===== config.mk =====
export PLATFORM = sky130hd
export DESIGN_NAME = pressure_watermark_tuner_flat
export DESIGN_NICKNAME = d
export VERILOG_FILES = /design/src/rtl/pwt_pkg.sv /design/src/rtl/pwt_if.sv /design/src/rtl/pwt_ram.sv /design/src/rtl/pwt_alu.sv /design/src/rtl/pwt_hist.sv /design/src/rtl/pressure_watermark_tuner.sv /design/src/flat_wrapper.sv
export SDC_FILE = /design/constraint.sdc
export NUM_CORES = 2
export LEC_CHECK = 0
export ABC_AREA = 1
export BUFFER_PORTS_ARGS = -buffer_cell sky130_fd_sc_hd__buf_4
export CAP_MARGIN = 20
export CORE_MARGIN = 2
export CORE_UTILIZATION = 45
export DETAILED_ROUTE_END_ITERATION = 7
export GPL_TIMING_DRIVEN = 0
export REMOVE_ABC_BUFFERS = 1
export SLEW_MARGIN = 10
export SYNTH_ARGS = -nofsm -noshare
export SYNTH_HDL_FRONTEND = slang
export SYNTH_HIERARCHICAL = 1
export SYNTH_SLANG_ARGS = --single-unit
export TNS_END_PERCENT = 30

===== constraint.sdc =====
create_clock -name clk -period 7.55 [get_ports clk]
set_clock_uncertainty 0.1 [all_clocks]
set_input_delay 1.1325 -clock clk [delete_from_list [all_inputs] [get_ports clk]]
set_output_delay 1.1325 -clock clk [all_outputs]
set_load 0.05 [all_outputs]

===== src/rtl/pwt_pkg.sv =====
// pwt_pkg: widths, codes and control/status types of the pressure watermark tuner
// depends on nothing; imported by the interfaces and every rtl module but pwt_ram
`default_nettype none

package pwt_pkg;

    localparam int MARK_W     = 48;
    localparam int RATIO_W    = 16;
    localparam int WIN_W      = 7;
    localparam int LEVEL_W    = 2;
    localparam int ACTION_W   = 2;
    localparam int CFG_IDX_W  = 4;
    localparam int CFG_DATA_W = 48;
    // sums of two marks stay exact in one extra bit
    localparam int ALU_W      = MARK_W + 1;
    // a sample count fits 11 bits if the user keeps history depth at most 1024; not enforced here
    localparam int HIST_CNT_W = 11;
    localparam int PROD_W     = RATIO_W + HIST_CNT_W;

    // pressure levels
    localparam logic [LEVEL_W-1:0] LVL_BELOW = 2'd0;
    localparam logic [LEVEL_W-1:0] LVL_LOW   = 2'd1;
    localparam logic [LEVEL_W-1:0] LVL_HIGH  = 2'd2;
    localparam logic [LEVEL_W-1:0] LVL_TOP   = 2'd3;

    // signal actions
    localparam logic [ACTION_W-1:0] ACT_NONE = 2'd0;
    localparam logic [ACTION_W-1:0] ACT_ALL  = 2'd1;
    localparam logic [ACTION_W-1:0] ACT_POOL = 2'd2;

    // ratio test outcome
    localparam logic [1:0] RT_UND = 2'd0;
    localparam logic [1:0] RT_MET = 2'd1;
    localparam logic [1:0] RT_NOT = 2'd2;

    // register indexes
    localparam logic [CFG_IDX_W-1:0] REG_TOP_LIMIT       = 4'd0;
    localparam logic [CFG_IDX_W-1:0] REG_LOW_MARK_START  = 4'd1;
    localparam logic [CFG_IDX_W-1:0] REG_HIGH_MARK_START = 4'd2;
    localparam logic [CFG_IDX_W-1:0] REG_LOW_RATIO_MIN   = 4'd3;
    localparam logic [CFG_IDX_W-1:0] REG_HIGH_RATIO_MIN  = 4'd4;
    localparam logic [CFG_IDX_W-1:0] REG_LOW_WINDOW      = 4'd5;
    localparam logic [CFG_IDX_W-1:0] REG_HIGH_WINDOW     = 4'd6;
    localparam logic [CFG_IDX_W-1:0] REG_MARK_STEP       = 4'd7;

    typedef enum logic {
        ALU_ADD,
        ALU_SUB
    } alu_op_t;

    typedef struct packed {
        logic               wr_en;
        logic [LEVEL_W-1:0] wr_level;
        logic               start;
        logic [WIN_W-1:0]   low_window;
        logic [WIN_W-1:0]   high_window;
    } hist_ctrl_t;

    typedef struct packed {
        logic                  done;
        logic [HIST_CNT_W-1:0] top_over;
        logic [HIST_CNT_W-1:0] top_under;
        logic [HIST_CNT_W-1:0] high_over;
        logic [HIST_CNT_W-1:0] high_under;
    } hist_stat_t;

endpackage

`default_nettype wire


===== src/rtl/pwt_if.sv =====
// pwt_if: valid/ready channel interfaces for polls, results and register writes
// depends on pwt_pkg
`default_nettype none

interface pwt_poll_if import pwt_pkg::*; ();
    logic              valid;
    logic              ready;
    logic [MARK_W-1:0] used_bytes;

    modport source (output valid, output used_bytes, input ready);
    modport sink   (input valid, input used_bytes, output ready);
endinterface

interface pwt_result_if import pwt_pkg::*; ();
    logic                valid;
    logic                ready;
    logic [LEVEL_W-1:0]  pressure_level;
    logic [MARK_W-1:0]   low_mark;
    logic [MARK_W-1:0]   high_mark;
    logic                notify_all;
    logic [ACTION_W-1:0] signal_action;

    modport source (output valid, output pressure_level, output low_mark, output high_mark,
                    output notify_all, output signal_action, input ready);
    modport sink   (input valid, input pressure_level, input low_mark, input high_mark,
                    input notify_all, input signal_action, output ready);
endinterface

interface pwt_cfg_if import pwt_pkg::*; ();
    logic                  valid;
    logic                  ready;
    logic [CFG_IDX_W-1:0]  index;
    logic [CFG_DATA_W-1:0] data;

    modport source (output valid, output index, output data, input ready);
    modport sink   (input valid, input index, input data, output ready);
endinterface

`default_nettype wire


===== src/rtl/pwt_ram.sv =====
// pwt_ram: generic simple dual-port ram, one write and one registered read port
// depends on nothing
`default_nettype none

module pwt_ram #(
    parameter int WIDTH = 2,
    parameter int DEPTH = 64
) (
    input  wire logic                                     clk,
    input  wire logic                                     we,
    input  wire logic [((DEPTH > 1) ? $clog2(DEPTH) : 1)-1:0] waddr,
    input  wire logic [WIDTH-1:0]                         wdata,
    input  wire logic [((DEPTH > 1) ? $clog2(DEPTH) : 1)-1:0] raddr,
    output logic      [WIDTH-1:0]                         rdata
);

    logic [WIDTH-1:0] mem [DEPTH];

    always_ff @(posedge clk)
    begin
        if (we)
        begin
            mem[waddr] <= wdata;
        end
        rdata <= mem[raddr];
    end

endmodule

`default_nettype wire


===== src/rtl/pwt_alu.sv =====
// pwt_alu: shared add/subtract unit with carry/borrow and zero flags
// depends on pwt_pkg
`default_nettype none

module pwt_alu import pwt_pkg::*; (
    input  wire alu_op_t          op,
    input  wire logic [ALU_W-1:0] a,
    input  wire logic [ALU_W-1:0] b,
    output logic      [ALU_W-1:0] y,
    output logic                  neg,
    output logic                  zero
);

    logic [ALU_W:0] full;

    always_comb
    begin
        unique case (op)
            ALU_ADD: full = {1'b0, a} + {1'b0, b};
            ALU_SUB: full = {1'b0, a} - {1'b0, b};
            default: full = '0;
        endcase
    end

    assign y    = full[ALU_W-1:0];
    // borrow out of a subtract means a < b
    assign neg  = full[ALU_W];
    assign zero = (full == '0);

endmodule

`default_nettype wire


===== src/rtl/pwt_hist.sv =====
// pwt_hist: level history ring in ram, walked newest first to count samples per window
// depends on pwt_pkg and pwt_ram
`default_nettype none

module pwt_hist import pwt_pkg::*; #(
    parameter int HISTORY_DEPTH = 64
) (
    input  wire logic       clk,
    input  wire logic       rst_n,
    input  wire hist_ctrl_t ctrl,
    output hist_stat_t      stat
);

    localparam int AW = (HISTORY_DEPTH > 1) ? $clog2(HISTORY_DEPTH) : 1;
    localparam int CW = $clog2(HISTORY_DEPTH + 1);
    localparam logic [AW-1:0] LAST_ADDR = AW'(HISTORY_DEPTH - 1);
    localparam logic [CW-1:0] DEPTH_CNT = CW'(HISTORY_DEPTH);

    function automatic logic [CW-1:0] clamp_win(input logic [WIN_W-1:0] w);
        if (32'(w) > HISTORY_DEPTH)
        begin
            return DEPTH_CNT;
        end
        return CW'(w);
    endfunction

    logic [AW-1:0]      tail_reg, tail_next;
    logic [CW-1:0]      fill_reg, fill_next;
    logic [AW-1:0]      rd_addr_reg, rd_addr_next;
    logic [CW-1:0]      idx_reg, idx_next;
    logic [CW-1:0]      num_reg, num_next;
    logic [CW-1:0]      lw_reg, lw_next;
    logic [CW-1:0]      hw_reg, hw_next;
    logic               active_reg, active_next;
    logic               pv_reg, pv_next;
    logic [CW-1:0]      pidx_reg, pidx_next;
    logic               walk_reg, walk_next;
    logic [CW-1:0]      at_reg, at_next;
    logic [CW-1:0]      bt_reg, bt_next;
    logic [CW-1:0]      ah_reg, ah_next;
    logic [CW-1:0]      bh_reg, bh_next;
    logic [LEVEL_W-1:0] rdata;
    logic [LEVEL_W-1:0] lv;
    logic [CW-1:0]      lw_start, hw_start;
    logic               done;

    pwt_ram #(
        .WIDTH (LEVEL_W),
        .DEPTH (HISTORY_DEPTH)
    ) u_ram (
        .clk   (clk),
        .we    (ctrl.wr_en),
        .waddr (tail_reg),
        .wdata (ctrl.wr_level),
        .raddr (rd_addr_reg),
        .rdata (rdata)
    );

    assign lw_start = clamp_win(ctrl.low_window);
    assign hw_start = clamp_win(ctrl.high_window);
    assign done     = walk_reg && !active_reg && !pv_reg;
    // entries never written since reset read as the lowest level
    assign lv       = (pidx_reg < fill_reg) ? rdata : LVL_BELOW;

    always_comb
    begin
        tail_next    = tail_reg;
        fill_next    = fill_reg;
        rd_addr_next = rd_addr_reg;
        idx_next     = idx_reg;
        num_next     = num_reg;
        lw_next      = lw_reg;
        hw_next      = hw_reg;
        active_next  = active_reg;
        pv_next      = 1'b0;
        pidx_next    = pidx_reg;
        walk_next    = walk_reg;
        at_next      = at_reg;
        bt_next      = bt_reg;
        ah_next      = ah_reg;
        bh_next      = bh_reg;

        if (ctrl.wr_en)
        begin
            tail_next = (tail_reg == LAST_ADDR) ? '0 : tail_reg + 1'b1;
            if (fill_reg != DEPTH_CNT)
            begin
                fill_next = fill_reg + 1'b1;
            end
        end

        if (ctrl.start)
        begin
            // newest sample is the one written in this cycle
            rd_addr_next = tail_reg;
            idx_next     = '0;
            lw_next      = lw_start;
            hw_next      = hw_start;
            num_next     = (lw_start > hw_start) ? lw_start : hw_start;
            active_next  = (lw_start != '0) || (hw_start != '0);
            walk_next    = 1'b1;
            at_next      = '0;
            bt_next      = '0;
            ah_next      = '0;
            bh_next      = '0;
        end
        else
        begin
            if (active_reg)
            begin
                pv_next      = 1'b1;
                pidx_next    = idx_reg;
                idx_next     = CW'(idx_reg + 1'b1);
                rd_addr_next = (rd_addr_reg == '0) ? LAST_ADDR : rd_addr_reg - 1'b1;
                if (CW'(idx_reg + 1'b1) == num_reg)
                begin
                    active_next = 1'b0;
                end
            end
            if (pv_reg)
            begin
                if (pidx_reg < hw_reg)
                begin
                    if (lv == LVL_TOP)
                    begin
                        at_next = at_reg + 1'b1;
                    end
                    else
                    begin
                        bt_next = bt_reg + 1'b1;
                    end
                end
                if (pidx_reg < lw_reg)
                begin
                    if (lv == LVL_HIGH || lv == LVL_TOP)
                    begin
                        ah_next = ah_reg + 1'b1;
                    end
                    else
                    begin
                        bh_next = bh_reg + 1'b1;
                    end
                end
            end
            if (done)
            begin
                walk_next = 1'b0;
            end
        end
    end

    always_ff @(posedge clk or negedge rst_n)
    begin
        if (!rst_n)
        begin
            tail_reg   <= '0;
            fill_reg   <= '0;
            active_reg <= 1'b0;
            pv_reg     <= 1'b0;
            walk_reg   <= 1'b0;
        end
        else
        begin
            tail_reg   <= tail_next;
            fill_reg   <= fill_next;
            active_reg <= active_next;
            pv_reg     <= pv_next;
            walk_reg   <= walk_next;
        end
    end

    always_ff @(posedge clk)
    begin
        rd_addr_reg <= rd_addr_next;
        idx_reg     <= idx_next;
        num_reg     <= num_next;
        lw_reg      <= lw_next;
        hw_reg      <= hw_next;
        pidx_reg    <= pidx_next;
        at_reg      <= at_next;
        bt_reg      <= bt_next;
        ah_reg      <= ah_next;
        bh_reg      <= bh_next;
    end

    assign stat.done       = done;
    assign stat.top_over   = HIST_CNT_W'(at_reg);
    assign stat.top_under  = HIST_CNT_W'(bt_reg);
    assign stat.high_over  = HIST_CNT_W'(ah_reg);
    assign stat.high_under = HIST_CNT_W'(bh_reg);

`ifndef NO_ASSERTIONS
    a_top_window_count: assert property (@(posedge clk) disable iff (!rst_n)
        done |-> (CW'(at_reg + bt_reg) == hw_reg))
        else $error("top window count does not match the window");

    a_high_window_count: assert property (@(posedge clk) disable iff (!rst_n)
        done |-> (CW'(ah_reg + bh_reg) == lw_reg))
        else $error("high window count does not match the window");

    a_walk_in_range: assert property (@(posedge clk) disable iff (!rst_n)
        pv_reg |-> (walk_reg && (pidx_reg < num_reg)))
        else $error("history read outside the walk");
`endif

endmodule

`default_nettype wire


===== src/rtl/pressure_watermark_tuner.sv =====
// pressure_watermark_tuner: a poll at level 0 runs the three compares and goes to done; at level 1
// it also walks n history entries, n the larger window clamped to HISTORY_DEPTH, then runs the
// ratio tests and raises; at level 2 or 3 it adds the equality checks and the lowering steps;
// the history walk reads one ram entry per cycle, and compares and adjustments share one adder.
// one poll in work at a time, the next is taken the cycle after the result register loads.
// rst_n clears state asynchronously; history reads as level 0 via a fill count, no clear pass.
`default_nettype none

module pressure_watermark_tuner import pwt_pkg::*; #(
    parameter int HISTORY_DEPTH = 64
) (
    input  wire logic     clk,
    input  wire logic     rst_n,
    pwt_poll_if.sink      poll,
    pwt_result_if.source  result,
    pwt_cfg_if.sink       cfg
);

    localparam int SW = 5;
    localparam logic [SW-1:0] S_IDLE     = 5'd0;
    localparam logic [SW-1:0] S_CMP_TOP  = 5'd1;
    localparam logic [SW-1:0] S_CMP_HIGH = 5'd2;
    localparam logic [SW-1:0] S_CMP_LOW  = 5'd3;
    localparam logic [SW-1:0] S_WALK     = 5'd4;
    localparam logic [SW-1:0] S_MUL_H    = 5'd5;
    localparam logic [SW-1:0] S_TST_H    = 5'd6;
    localparam logic [SW-1:0] S_MUL_L    = 5'd7;
    localparam logic [SW-1:0] S_TST_L    = 5'd8;
    localparam logic [SW-1:0] S_ADD_H    = 5'd9;
    localparam logic [SW-1:0] S_CLP_H    = 5'd10;
    localparam logic [SW-1:0] S_ADD_L    = 5'd11;
    localparam logic [SW-1:0] S_CLP_L    = 5'd12;
    localparam logic [SW-1:0] S_EQ_TOP   = 5'd13;
    localparam logic [SW-1:0] S_EQ_HL    = 5'd14;
    localparam logic [SW-1:0] S_SUB_L    = 5'd15;
    localparam logic [SW-1:0] S_SUB_H    = 5'd16;
    localparam logic [SW-1:0] S_MAX_H    = 5'd17;
    localparam logic [SW-1:0] S_DONE     = 5'd18;

    logic [SW-1:0]       state_reg, state_next;

    // configuration
    logic [MARK_W-1:0]   top_reg;
    logic [MARK_W-1:0]   step_reg;
    logic [RATIO_W-1:0]  lratio_reg;
    logic [RATIO_W-1:0]  hratio_reg;
    logic [WIN_W-1:0]    lwin_reg;
    logic [WIN_W-1:0]    hwin_reg;

    // working watermarks
    logic [MARK_W-1:0]   low_reg, low_next;
    logic [MARK_W-1:0]   high_reg, high_next;

    // per-poll work registers
    logic [MARK_W-1:0]   used_reg, used_next;
    logic                gt_top_reg, gt_top_next;
    logic                gt_high_reg, gt_high_next;
    logic [LEVEL_W-1:0]  level_reg, level_next;
    logic [PROD_W-1:0]   prod_reg, prod_next;
    logic [1:0]          hr_reg, hr_next;
    logic [1:0]          lr_reg, lr_next;
    logic [ALU_W-1:0]    sum_reg, sum_next;
    logic                eq_top_reg, eq_top_next;
    logic                hdec_reg, hdec_next;
    logic [ACTION_W-1:0] action_reg, action_next;

    // result register
    logic                res_valid_reg, res_valid_next;
    logic [LEVEL_W-1:0]  res_level_reg, res_level_next;
    logic [MARK_W-1:0]   res_low_reg, res_low_next;
    logic [MARK_W-1:0]   res_high_reg, res_high_next;
    logic [ACTION_W-1:0] res_action_reg, res_action_next;

    alu_op_t             alu_op;
    logic [ALU_W-1:0]    alu_a, alu_b, alu_y;
    logic                alu_neg, alu_zero;
    logic [LEVEL_W-1:0]  level_cmp;
    logic                out_free;
    logic                poll_fire;
    hist_ctrl_t          hctrl;
    hist_stat_t          hstat;

    assign poll.ready = (state_reg == S_IDLE);
    assign poll_fire  = poll.valid && poll.ready;
    assign cfg.ready  = 1'b1;
    assign out_free   = !res_valid_reg || result.ready;

    assign level_cmp = gt_top_reg  ? LVL_TOP  :
                       gt_high_reg ? LVL_HIGH :
                       alu_neg     ? LVL_LOW  : LVL_BELOW;

    pwt_alu u_alu (
        .op   (alu_op),
        .a    (alu_a),
        .b    (alu_b),
        .y    (alu_y),
        .neg  (alu_neg),
        .zero (alu_zero)
    );

    pwt_hist #(
        .HISTORY_DEPTH (HISTORY_DEPTH)
    ) u_hist (
        .clk   (clk),
        .rst_n (rst_n),
        .ctrl  (hctrl),
        .stat  (hstat)
    );

    always_comb
    begin
        hctrl.wr_en       = (state_reg == S_CMP_LOW);
        hctrl.wr_level    = level_cmp;
        hctrl.start       = (state_reg == S_CMP_LOW) && (level_cmp != LVL_BELOW);
        hctrl.low_window  = lwin_reg;
        hctrl.high_window = hwin_reg;
    end

    // operand selection for the shared adder
    always_comb
    begin
        alu_op = ALU_SUB;
        alu_a  = '0;
        alu_b  = '0;
        unique case (state_reg)
            S_CMP_TOP:
            begin
                alu_a = {1'b0, top_reg};
                alu_b = {1'b0, used_reg};
            end
            S_CMP_HIGH:
            begin
                alu_a = {1'b0, high_reg};
                alu_b = {1'b0, used_reg};
            end
            S_CMP_LOW:
            begin
                alu_a = {1'b0, low_reg};
                alu_b = {1'b0, used_reg};
            end
            S_TST_H:
            begin
                alu_a = ALU_W'(hstat.top_under);
                alu_b = ALU_W'(prod_reg);
            end
            S_TST_L:
            begin
                alu_a = ALU_W'(hstat.high_under);
                alu_b = ALU_W'(prod_reg);
            end
            S_ADD_H:
            begin
                alu_op = ALU_ADD;
                alu_a  = {1'b0, high_reg};
                alu_b  = {1'b0, step_reg};
            end
            S_CLP_H:
            begin
                alu_a = sum_reg;
                alu_b = {1'b0, top_reg};
            end
            S_ADD_L:
            begin
                alu_op = ALU_ADD;
                alu_a  = {1'b0, low_reg};
                alu_b  = {1'b0, step_reg};
            end
            S_CLP_L:
            begin
                alu_a = sum_reg;
                alu_b = {1'b0, high_reg};
            end
            S_EQ_TOP:
            begin
                alu_a = {1'b0, high_reg};
                alu_b = {1'b0, top_reg};
            end
            S_EQ_HL:
            begin
                alu_a = {1'b0, high_reg};
                alu_b = {1'b0, low_reg};
            end
            S_SUB_L:
            begin
                alu_a = {1'b0, low_reg};
                alu_b = {1'b0, step_reg};
            end
            S_SUB_H:
            begin
                alu_a = {1'b0, high_reg};
                alu_b = {1'b0, step_reg};
            end
            S_MAX_H:
            begin
                alu_a = sum_reg;
                alu_b = {1'b0, low_reg};
            end
            default:
            begin
                alu_op = ALU_SUB;
            end
        endcase
    end

    // sequencer
    always_comb
    begin
        state_next      = state_reg;
        low_next        = low_reg;
        high_next       = high_reg;
        used_next       = used_reg;
        gt_top_next     = gt_top_reg;
        gt_high_next    = gt_high_reg;
        level_next      = level_reg;
        prod_next       = prod_reg;
        hr_next         = hr_reg;
        lr_next         = lr_reg;
        sum_next        = sum_reg;
        eq_top_next     = eq_top_reg;
        hdec_next       = hdec_reg;
        action_next     = action_reg;
        res_valid_next  = res_valid_reg && !result.ready;
        res_level_next  = res_level_reg;
        res_low_next    = res_low_reg;
        res_high_next   = res_high_reg;
        res_action_next = res_action_reg;

        unique case (state_reg)
            S_IDLE:
            begin
                if (poll_fire)
                begin
                    used_next  = poll.used_bytes;
                    state_next = S_CMP_TOP;
                end
            end
            S_CMP_TOP:
            begin
                gt_top_next = alu_neg;
                state_next  = S_CMP_HIGH;
            end
            S_CMP_HIGH:
            begin
                gt_high_next = alu_neg;
                state_next   = S_CMP_LOW;
            end
            S_CMP_LOW:
            begin
                level_next  = level_cmp;
                action_next = ACT_NONE;
                state_next  = (level_cmp == LVL_BELOW) ? S_DONE : S_WALK;
            end
            S_WALK:
            begin
                if (hstat.done)
                begin
                    state_next = S_MUL_H;
                end
            end
            S_MUL_H:
            begin
                prod_next  = hratio_reg * hstat.top_over;
                state_next = S_TST_H;
            end
            S_TST_H:
            begin
                if (hstat.top_over == '0 && hstat.top_under == '0)
                begin
                    hr_next = RT_UND;
                end
                else
                begin
                    hr_next = alu_neg ? RT_NOT : RT_MET;
                end
                state_next = S_MUL_L;
            end
            S_MUL_L:
            begin
                prod_next  = lratio_reg * hstat.high_over;
                state_next = S_TST_L;
            end
            S_TST_L:
            begin
                if (hstat.high_over == '0 && hstat.high_under == '0)
                begin
                    lr_next = RT_UND;
                end
                else
                begin
                    lr_next = alu_neg ? RT_NOT : RT_MET;
                end
                state_next = S_ADD_H;
            end
            S_ADD_H:
            begin
                sum_next   = alu_y;
                state_next = S_CLP_H;
            end
            S_CLP_H:
            begin
                // saturating raise of the high mark at the top limit
                if (level_reg == LVL_HIGH && hr_reg == RT_MET)
                begin
                    high_next = alu_neg ? sum_reg[MARK_W-1:0] : top_reg;
                end
                state_next = S_ADD_L;
            end
            S_ADD_L:
            begin
                sum_next   = alu_y;
                state_next = S_CLP_L;
            end
            S_CLP_L:
            begin
                if (lr_reg == RT_MET)
                begin
                    low_next = alu_neg ? sum_reg[MARK_W-1:0] : high_reg;
                end
                state_next = (level_reg == LVL_LOW) ? S_DONE : S_EQ_TOP;
            end
            S_EQ_TOP:
            begin
                eq_top_next = alu_zero;
                state_next  = S_EQ_HL;
            end
            S_EQ_HL:
            begin
                if (level_reg == LVL_TOP && !eq_top_reg)
                begin
                    action_next = ACT_ALL;
                end
                else if (!alu_zero)
                begin
                    action_next = ACT_POOL;
                end
                else
                begin
                    action_next = ACT_NONE;
                end
                state_next = S_SUB_L;
            end
            S_SUB_L:
            begin
                if (lr_reg == RT_NOT)
                begin
                    low_next = alu_neg ? '0 : alu_y[MARK_W-1:0];
                end
                state_next = S_SUB_H;
            end
            S_SUB_H:
            begin
                sum_next  = alu_y;
                hdec_next = 1'b0;
                if (level_reg == LVL_TOP && hr_reg == RT_NOT)
                begin
                    if (alu_neg)
                    begin
                        high_next = '0;
                    end
                    else
                    begin
                        hdec_next = 1'b1;
                    end
                end
                state_next = S_MAX_H;
            end
            S_MAX_H:
            begin
                // lowered high mark does not drop below the low mark; a step larger than the high mark zeroes it
                if (hdec_reg)
                begin
                    high_next = alu_neg ? low_reg : sum_reg[MARK_W-1:0];
                end
                state_next = S_DONE;
            end
            S_DONE:
            begin
                if (out_free)
                begin
                    res_valid_next  = 1'b1;
                    res_level_next  = level_reg;
                    res_low_next    = low_reg;
                    res_high_next   = high_reg;
                    res_action_next = action_reg;
                    state_next      = S_IDLE;
                end
            end
            default:
            begin
                state_next = S_IDLE;
            end
        endcase

        // writing a start register also loads the working watermark
        if (cfg.valid && cfg.ready)
        begin
            if (cfg.index == REG_LOW_MARK_START)
            begin
                low_next = cfg.data;
            end
            if (cfg.index == REG_HIGH_MARK_START)
            begin
                high_next = cfg.data;
            end
        end
    end

    always_ff @(posedge clk or negedge rst_n)
    begin
        if (!rst_n)
        begin
            state_reg     <= S_IDLE;
            res_valid_reg <= 1'b0;
            top_reg       <= '0;
            step_reg      <= '0;
            lratio_reg    <= RATIO_W'(1);
            hratio_reg    <= RATIO_W'(1);
            lwin_reg      <= WIN_W'(64);
            hwin_reg      <= WIN_W'(64);
            low_reg       <= '0;
            high_reg      <= '0;
        end
        else
        begin
            state_reg     <= state_next;
            res_valid_reg <= res_valid_next;
            low_reg       <= low_next;
            high_reg      <= high_next;
            if (cfg.valid && cfg.ready)
            begin
                unique case (cfg.index)
                    REG_TOP_LIMIT:       top_reg    <= cfg.data;
                    REG_LOW_MARK_START,
                    REG_HIGH_MARK_START: ;
                    REG_LOW_RATIO_MIN:   lratio_reg <= cfg.data[RATIO_W-1:0];
                    REG_HIGH_RATIO_MIN:  hratio_reg <= cfg.data[RATIO_W-1:0];
                    REG_LOW_WINDOW:      lwin_reg   <= cfg.data[WIN_W-1:0];
                    REG_HIGH_WINDOW:     hwin_reg   <= cfg.data[WIN_W-1:0];
                    REG_MARK_STEP:       step_reg   <= cfg.data;
                    default:             ;
                endcase
            end
        end
    end

    always_ff @(posedge clk)
    begin
        used_reg       <= used_next;
        gt_top_reg     <= gt_top_next;
        gt_high_reg    <= gt_high_next;
        level_reg      <= level_next;
        prod_reg       <= prod_next;
        hr_reg         <= hr_next;
        lr_reg         <= lr_next;
        sum_reg        <= sum_next;
        eq_top_reg     <= eq_top_next;
        hdec_reg       <= hdec_next;
        action_reg     <= action_next;
        res_level_reg  <= res_level_next;
        res_low_reg    <= res_low_next;
        res_high_reg   <= res_high_next;
        res_action_reg <= res_action_next;
    end

    assign result.valid          = res_valid_reg;
    assign result.pressure_level = res_level_reg;
    assign result.low_mark       = res_low_reg;
    assign result.high_mark      = res_high_reg;
    assign result.notify_all     = (res_level_reg != LVL_BELOW);
    assign result.signal_action  = res_action_reg;

`ifndef NO_ASSERTIONS
    a_busy_after_poll: assert property (@(posedge clk) disable iff (!rst_n)
        poll_fire |=> !poll.ready)
        else $error("poll taken while a poll is still in work");

    a_no_action_below_high: assert property (@(posedge clk) disable iff (!rst_n)
        (result.valid && (result.pressure_level == LVL_BELOW ||
                          result.pressure_level == LVL_LOW))
        |-> (result.signal_action == ACT_NONE))
        else $error("signal action reported below the high level");

    a_walk_only_when_pressured: assert property (@(posedge clk) disable iff (!rst_n)
        (state_reg == S_WALK) |-> (level_reg != LVL_BELOW))
        else $error("history walk at the lowest level");

    a_done_loads_result: assert property (@(posedge clk) disable iff (!rst_n)
        (state_reg == S_DONE && out_free) |=> (result.valid && state_reg == S_IDLE))
        else $error("finished poll did not reach the result register");
`endif

endmodule

`default_nettype wire


===== src/flat_wrapper.sv =====
// flat-port wrapper written by rule: the top's interface ports become plain ports
module pressure_watermark_tuner_flat import pwt_pkg::*;
#(
    parameter int HISTORY_DEPTH = 64
)
  (clk, rst_n, poll_valid, poll_used_bytes, poll_ready, result_valid, result_pressure_level, result_low_mark, result_high_mark, result_notify_all, result_signal_action, result_ready, cfg_valid, cfg_index, cfg_data, cfg_ready);
  pwt_poll_if poll_i ();
  pwt_result_if result_i ();
  pwt_cfg_if cfg_i ();
  input  wire logic clk;
  input  wire logic rst_n;
  input wire logic [$bits(poll_i.valid)-1:0] poll_valid;
  input wire logic [$bits(poll_i.used_bytes)-1:0] poll_used_bytes;
  output wire logic [$bits(poll_i.ready)-1:0] poll_ready;
  output wire logic [$bits(result_i.valid)-1:0] result_valid;
  output wire logic [$bits(result_i.pressure_level)-1:0] result_pressure_level;
  output wire logic [$bits(result_i.low_mark)-1:0] result_low_mark;
  output wire logic [$bits(result_i.high_mark)-1:0] result_high_mark;
  output wire logic [$bits(result_i.notify_all)-1:0] result_notify_all;
  output wire logic [$bits(result_i.signal_action)-1:0] result_signal_action;
  input wire logic [$bits(result_i.ready)-1:0] result_ready;
  input wire logic [$bits(cfg_i.valid)-1:0] cfg_valid;
  input wire logic [$bits(cfg_i.index)-1:0] cfg_index;
  input wire logic [$bits(cfg_i.data)-1:0] cfg_data;
  output wire logic [$bits(cfg_i.ready)-1:0] cfg_ready;
  assign poll_i.valid = poll_valid;
  assign poll_i.used_bytes = poll_used_bytes;
  assign poll_ready = poll_i.ready;
  assign result_valid = result_i.valid;
  assign result_pressure_level = result_i.pressure_level;
  assign result_low_mark = result_i.low_mark;
  assign result_high_mark = result_i.high_mark;
  assign result_notify_all = result_i.notify_all;
  assign result_signal_action = result_i.signal_action;
  assign result_i.ready = result_ready;
  assign cfg_i.valid = cfg_valid;
  assign cfg_i.index = cfg_index;
  assign cfg_i.data = cfg_data;
  assign cfg_ready = cfg_i.ready;
  pressure_watermark_tuner #(.HISTORY_DEPTH(HISTORY_DEPTH)) u_core (.clk(clk), .rst_n(rst_n), .poll(poll_i), .result(result_i), .cfg(cfg_i));
endmodule

# --- Word level (Yosys, flattened, before mapping) ---
# Memory sizes are Yosys's and may differ from the RTL's. A register that Yosys moved wholly into a read port is not among the register bits.
# Cells that the tools add are included.
totals:
  ff_bits: 565
  ramBits: 128
  in_bits: 105
  output_inout_bits: 104
  wordCells: 220
  mem_count: 1
mem_list:
  columns: ["memory", "depth", "word_bits", "read_ports", "rd_clocked_by_memory_dff", "write_ports", "line_no", "source"]
  rows:
  - ["u_core.u_hist.u_ram.mem", 64, 2, 1, 1, 1, "pwt_ram.sv:17", "logic [WIDTH-1:0] mem [DEPTH];"]
op_classes:
  n_addsub: 10
  mul: 2
  magnitude_cmp: 6
  n_eq_ne: 40
  muxes: 58
  bitwise_logic: 3
  n_reduce_logical: 60
ops:
  columns: ["operator", "count"]
  rows:
  - ["$mux 48", 14]
  - ["$pmux 49 s6", 1]
  - ["$pmux 48 s6", 1]
  - ["$pmux 48 s3", 1]
  - ["$pmux 50 s2", 1]
  - ["$pmux 48 s2", 1]
  - ["$pmux 5 s19", 1]
  - ["$pmux 27 s2", 1]
  - ["$add 49x48->50", 1]
  - ["$logic_not 50->1", 1]
  - ["$sub 49x49->50", 1]
  - ["$mul 16x7->23", 2]
  - ["$logic_not 11->1", 4]
  - ["$add 7x1->7 const B", 6]
  - ["$eq 5x4->1 const B", 8]
  - ["$mux 7", 5]
  - ["$mux 5", 5]
  - ["$mux 6", 4]
  - ["$lt 7x7->1", 3]
  - ["$eq 5x3->1 const B", 4]
  - ["$reduce_and 2->1", 10]
  - ["$eq 4x3->1 const B", 4]
  - ["$mux 1", 16]
  - ["$eq 5x5->1 const B", 3]
  - ["32 further kinds", 81]

# --- Longest topological paths before layout ---
logic_depth:
  depth_word: 12
  ltp_mapped: 46
  ltp_nobuf: 42

# --- By module ---
# Netlist, hierarchy kept.
modules_own_cells:
  columns: ["mod", "n_inst", "cells_per_inst", "area_per_inst_um2", "seq_area_each_um2"]
  rows:
  - ["pressure_watermark_tuner", 1, 4558, 36369.9, 13197.7]
  - ["pwt_alu", 1, 1249, 6018.3, 0.0]
  - ["pwt_ram", 1, 520, 5614.1, 3883.7]
  - ["pwt_hist", 1, 596, 5019.8, 2122.0]

# --- Worst setup path after synthesis ---
# No wires, ideal clock.
synth_timing:
  path_kind: "register to register"
  startpoint: "reg u_core.state_reg[1]"
  endpoint: "reg u_core.level_reg[0] (data pin)"
  setup_time_ps: 535
  t_arrival_ps: 6423
  t_required_ps: 6915
  path_slack_ps: 491
  stages_incl_launch_ff: 36
  path_buffers: 6
  period_less_slack_ps: 7059
  cell_sequence: "dfrtp_1 nor2_1 inv_1 nor2_1 buf_4 clkbuf_1 a22oi_1 nand4_1 inv_1 ha_1 nand2_1 nor2_2 nand2_1 nor3_4 nand4_2 nor2_2 a21oi_2 a21oi_2 o21ai_0 xor2_1 ha_1 a21oi_1 o21ai_0 a21oi_1 nand2_1 a21oi_1 nand2_1 nand2_1 nand2_1 inv_1 buf_2 inv_1 buf_2 buf_2 buf_2 o21bai_1"
synth_lines:
  columns: ["element", "line_no", "source"]
  rows:
  - ["start: declaration", "pressure_watermark_tuner.sv:40", "logic [SW-1:0] state_reg, state_next;"]
  - ["start signal: assignment", "pressure_watermark_tuner.sv:425", "state_reg <= state_next;"]
  - ["end signal: assignment", "pressure_watermark_tuner.sv:451", "level_reg <= level_next;"]
  - ["end: declaration", "pressure_watermark_tuner.sv:58", "logic [LEVEL_W-1:0] level_reg, level_next;"]

# --- Final worst setup path ---
layout_timing:
  startpoint: "reg u_core.state_reg[3]"
  endpoint: "reg u_core.high_reg[13]"
layout_between:
  elab_chain_len: 10
  elab_cells_between_ends: 38
  classes_between: "add/sub: 2; eq/ne: 14; mux: 13; reduce/logical: 9"
layout_rtl:
  columns: ["element", "line_no", "source"]
  rows:
  - ["$eq 5x4->1, or another cell as far along", "pressure_watermark_tuner.sv:125", "unique case (state_reg)"]
  - ["$reduce_or 4->1 (no line), or another cell as far along", null, null]
  - ["$pmux 48 s6 (*)", "pressure_watermark_tuner.sv:125", null]
  - ["named net u_core.alu_b[9]", "pressure_watermark_tuner.sv:75", "logic [ALU_W-1:0] alu_a, alu_b, alu_y;"]
  - ["$sub 49x49->50 or $add 49x48->50 (tied branches)", "pwt_alu.sv:20, pwt_alu.sv:19", null]
  - ["$pmux 50 s2 (*)", "pwt_alu.sv:18", "unique case (op)"]
  - ["named net u_core.alu_neg", "pressure_watermark_tuner.sv:76", "logic alu_neg, alu_zero;"]
  - ["$mux 48 (on tied branches)", "pressure_watermark_tuner.sv:372, pressure_watermark_tuner.sv:304, pressure_watermark_tuner.sv:356", null]
  - ["$mux 48 (on tied branches)", "pressure_watermark_tuner.sv:370, pressure_watermark_tuner.sv:302, pressure_watermark_tuner.sv:354", null]
  - ["$pmux 48 s3 (*)", "pressure_watermark_tuner.sv:228", "unique case (state_reg)"]
  - ["$mux 48", "pressure_watermark_tuner.sv:401", "if (cfg.index == REG_HIGH_MARK_START)"]
  - ["$mux 48 (*)", "pressure_watermark_tuner.sv:395", "if (cfg.valid && cfg.ready)"]
  - ["named net u_core.high_next[13]", "pressure_watermark_tuner.sv:52", "logic [MARK_W-1:0] high_reg, high_next;"]
  - ["end signal: assignment", "pressure_watermark_tuner.sv:428", "high_reg <= high_next;"]
  - ["end: declaration", "pressure_watermark_tuner.sv:52", null]
# Mark *: on every way through the listed nets, which the timed path passes. The rest lies on a longest branch.
# A chain may end at the register's enable or synchronous reset.

==> run_results.csv <==
group,metric,value,unit
run_status,status,"finished, violations left",
run_status,violations,"design-rule violations",
sta,worst_pin_slew,1050,ps
yosys,ys_ff_latch,695,
layout,register_area,0.0192,sq mm
global_route,grt_use_total,0.289,
critical_path,crit_arrival,7610,ps
critical_path,r2r_slack,390,ps
floorplan,initial_utilization,0.455,
critical_path,startpoint,"u_core/state_reg[3]$_DFFE_PN0P_",
placement,post-dp-hpwl,128,mm
critical_path,cpMostUsedCell,"nand2_1",
critical_path,endpoint,"u_core/high_reg[13]$_DFF_PN0_",
cts,clk_pin_slew,60,ps
global_route,grt_max_degree,100,
worst_hold_path,holdCritPathClass,"in2async",
critical_path,slowest_stage,"dfrtp_2",
sta,fin_setup_tns,0,ps
sta,finalSetupViolations,0,
cts,cts_buffers,80,
layout,area_delta_synth_final,12.3,%
yosys,synth_cell_types,65,
floorplan,io_pins,209,
layout,largest_register_ffs,128,
sta,finalMaxSlewViolations,0,
global_route,grtUsageMet2,0.463,
sta,rsz0062_at_grt,"false",
cts,cts_tree,"yes",
yosys,yosys.area.top_type,"edfxtp_1",
cts,numClockSinks,695,
sta,max_freq,140,MHz
critical_path,ff2ff_path_depth,42,
critical_path,critPathMaxFanout,69,
global_route,grt_busiest_layer,"met2",
yosys,ys_top_cells_by_count,"nand2_1 (2,138), inv_1 (1,189), nor2_1 (441), edfxtp_1 (398), nand3_1 (349)",
cts,clk_latency,710,ps
placement,port_buffers,207,
critical_path,worstSetupStartpointType,"flip-flop",
sta,max_slew_margin,0.298,
drt,drtPass1Iterations,8,
critical_path,required,8000,ps
drt,drt_iter0_markers,4468,
global_route,grt_pass1_wl,269,mm
critical_path,worstSetupPathType,"reg2reg",
sta,min_period,7160,ps
yosys,synth_area_per_cell,7.66,sq um
critical_path,cp_slowest_stage_delay,440,ps
floorplan,dieArea,0.121,sq mm
critical_path,reg2reg_from,"u_core/state_reg[3]$_DFFE_PN0P_",
layout,num_antenna_cells,0,
drt,wl_per_cell,20.5,microns
global_route,grt_pass1_vias,45100,
layout,nets,7565,
drt,final_antenna_net_count,0,
layout,fill_cells,11400,
placement,gp_congestion,0.996,
yosys,yosysMostFrequentCell,"nand2_1",
yosys,ys_seq_area_frac,0.362,
cts,cts_root_buf,"clkbuf_16",
yosys,async_reset_ff_frac,0.374,
sta,finalCritPeriodShare,0.949,
yosys,synth_area_leaders,"edfxtp_1 (23%), nand2_1 (15%), dfrtp_1 (12%), fa_1 (9.5%), inv_1 (8.4%)",
yosys,yosys_warnings,6,
sta,hold_viol,0,
drt,viasPerCell,5.46,
global_route,grt-ovfl-total,0,
flow_run,maxCapViolations,0,
global_route,gr-usage-met3,0.0526,
critical_path,end_kind,"flip-flop",
cts,cts_max_level,3,
global_route,use_met1,0.393,
critical_path,timing.rr.end,"u_core/high_reg[13]$_DFF_PN0_",
yosys,synth_edf_count,398,
drt,drt-total-wl,176,mm
floorplan,core,0.117,sq mm
layout,layout-drive-gt1-share,0.0861,
cts,clockBufferDepth,3,
yosys,synthCells,6923,
floorplan,fp.dieW,347,microns
floorplan,fp-row-count,125,
yosys,synth_top_area_share,0.225,
drt,drc,8,
yosys,synthFlopType,"edfxtp_1",
drt,vias,46900,
global_route,antenna_found_initial,2,
layout,multiInputGateArea,0.0282,sq mm
yosys,netlist_area,0.0530,sq mm
floorplan,die_y,347,microns
[routing by layer]
layer	up-vias	routed length [microns]
met3	328	14600
met5	-	7
li1	22200	-
met4	2	6150
met2	1983	80300
met1	22400	74800
[repair_timing]
| item | in CTS | in global routing |
|---|---|---|
| pin swaps | 4 | 14 |
| setup buffers | 9 | 17 |
| gates cloned | 1 | 3 |
| setup endpoints to repair | 246 | 235 |
| gates resized for setup | 26 | 35 |
| hold buffers | 0 | 0 |
[worst min-delay path by stage]
stage / depth (start not counted) / endpoint / slack (ps)
detailed placement: 0 / u_core/result.signal_action[1]$_DFFE_PP_ / 330
global route: 1 / u_core/step_reg[40]$_DFFE_PN0P_ / 300
floorplan: 0 / u_core/result.signal_action[0]$_DFFE_PP_ / 300
finish: 1 / u_core/high_reg[44]$_DFF_PN0_ / 280
global placement: 0 / u_core/result.signal_action[0]$_DFFE_PP_ / 320
CTS: 1 / u_core/top_reg[42]$_DFFE_PN0P_ / 260
[critical path, delay by kind of cell (launching register included)]
family / cells / cell delay (ps)
fa+ha+maj: 1 / 340
flops: 1 / 440
xor+xnor: 1 / 160
buf+inv: 12 / 1740
simple gates: 21 / 2920
compound gates: 7 / 1200
[layout make-up]
type,instances,share of cell area
multi-input cells,4713,0.473
inverters,1207,0.0774
repair buffers,295,0.0495
repair inverters,2,0.000294
flip-flops and latches,695,0.323
clock inverters,41,0.00878
clock buffers,109,0.0366
well taps,1524,0.0320
[through the flow]
step	cell area [sq um]	hold slack, ps	utilization	setup WS, ps	cells
CTS	59200	265	0.508	8.58	8564
finish	59600	277	0.511	389	8586
global route	59600	297	0.511	37.0	8586
detailed placement	56300	330	0.483	-1490	8404
global placement	55000	318	0.472	-18630	8344
floorplan	51500	300	-	-7980	6613
[cells by family after synthesis]
logic type	synth area share
other	0.000212
adders and majority gates	0.146
muxes	0.000189
DFF	0.362
and+or+nand+nor	0.265
xor gates and xnor gates	0.0167
AOI/OAI and AO/OA	0.0959
buffers and inverters	0.114
[layout by cell type (no fill, tap or decap), types with 11 or more instances in the layout]
master     Yosys  final
o2111ai_1     59     58
edfxtp_1     398    398
buf_8          0     12
nand2_1     2138   2128
nand3b_1      71     71
ha_1         215    214
o21a_1        32     32
dfrtp_1      256    251
nor3_1        29     27
nand2_2       29     31
nand3_1      349    346
o211ai_1      52     52
a22oi_1       86     79
nand3_2       11     11
o211a_1       13     13
nand4_1      150    150
fa_1         251    251
clkbuf_1     199     22
buf_16         0     12
dfxtp_1       37     37
inv_2         18     20
nor2_1       441    429
a211oi_1      53     53
buf_4         35    234
nor2_2        22     24
buf_12         0     30
xnor2_1       19     19
a21oi_1      222    219
o22ai_1       22     22
xor2_1        82     82
clkbuf_16      0     80
conb_1         3     19
inv_1       1189   1179
clkinv_2       0     18
nor4_1        26     24
o21ai_0      239    238
nor2_4         7     18
Power is left out: the tool's default activity adds up to more than one toggle a clock period on the data nets, which glitch-free logic cannot reach.
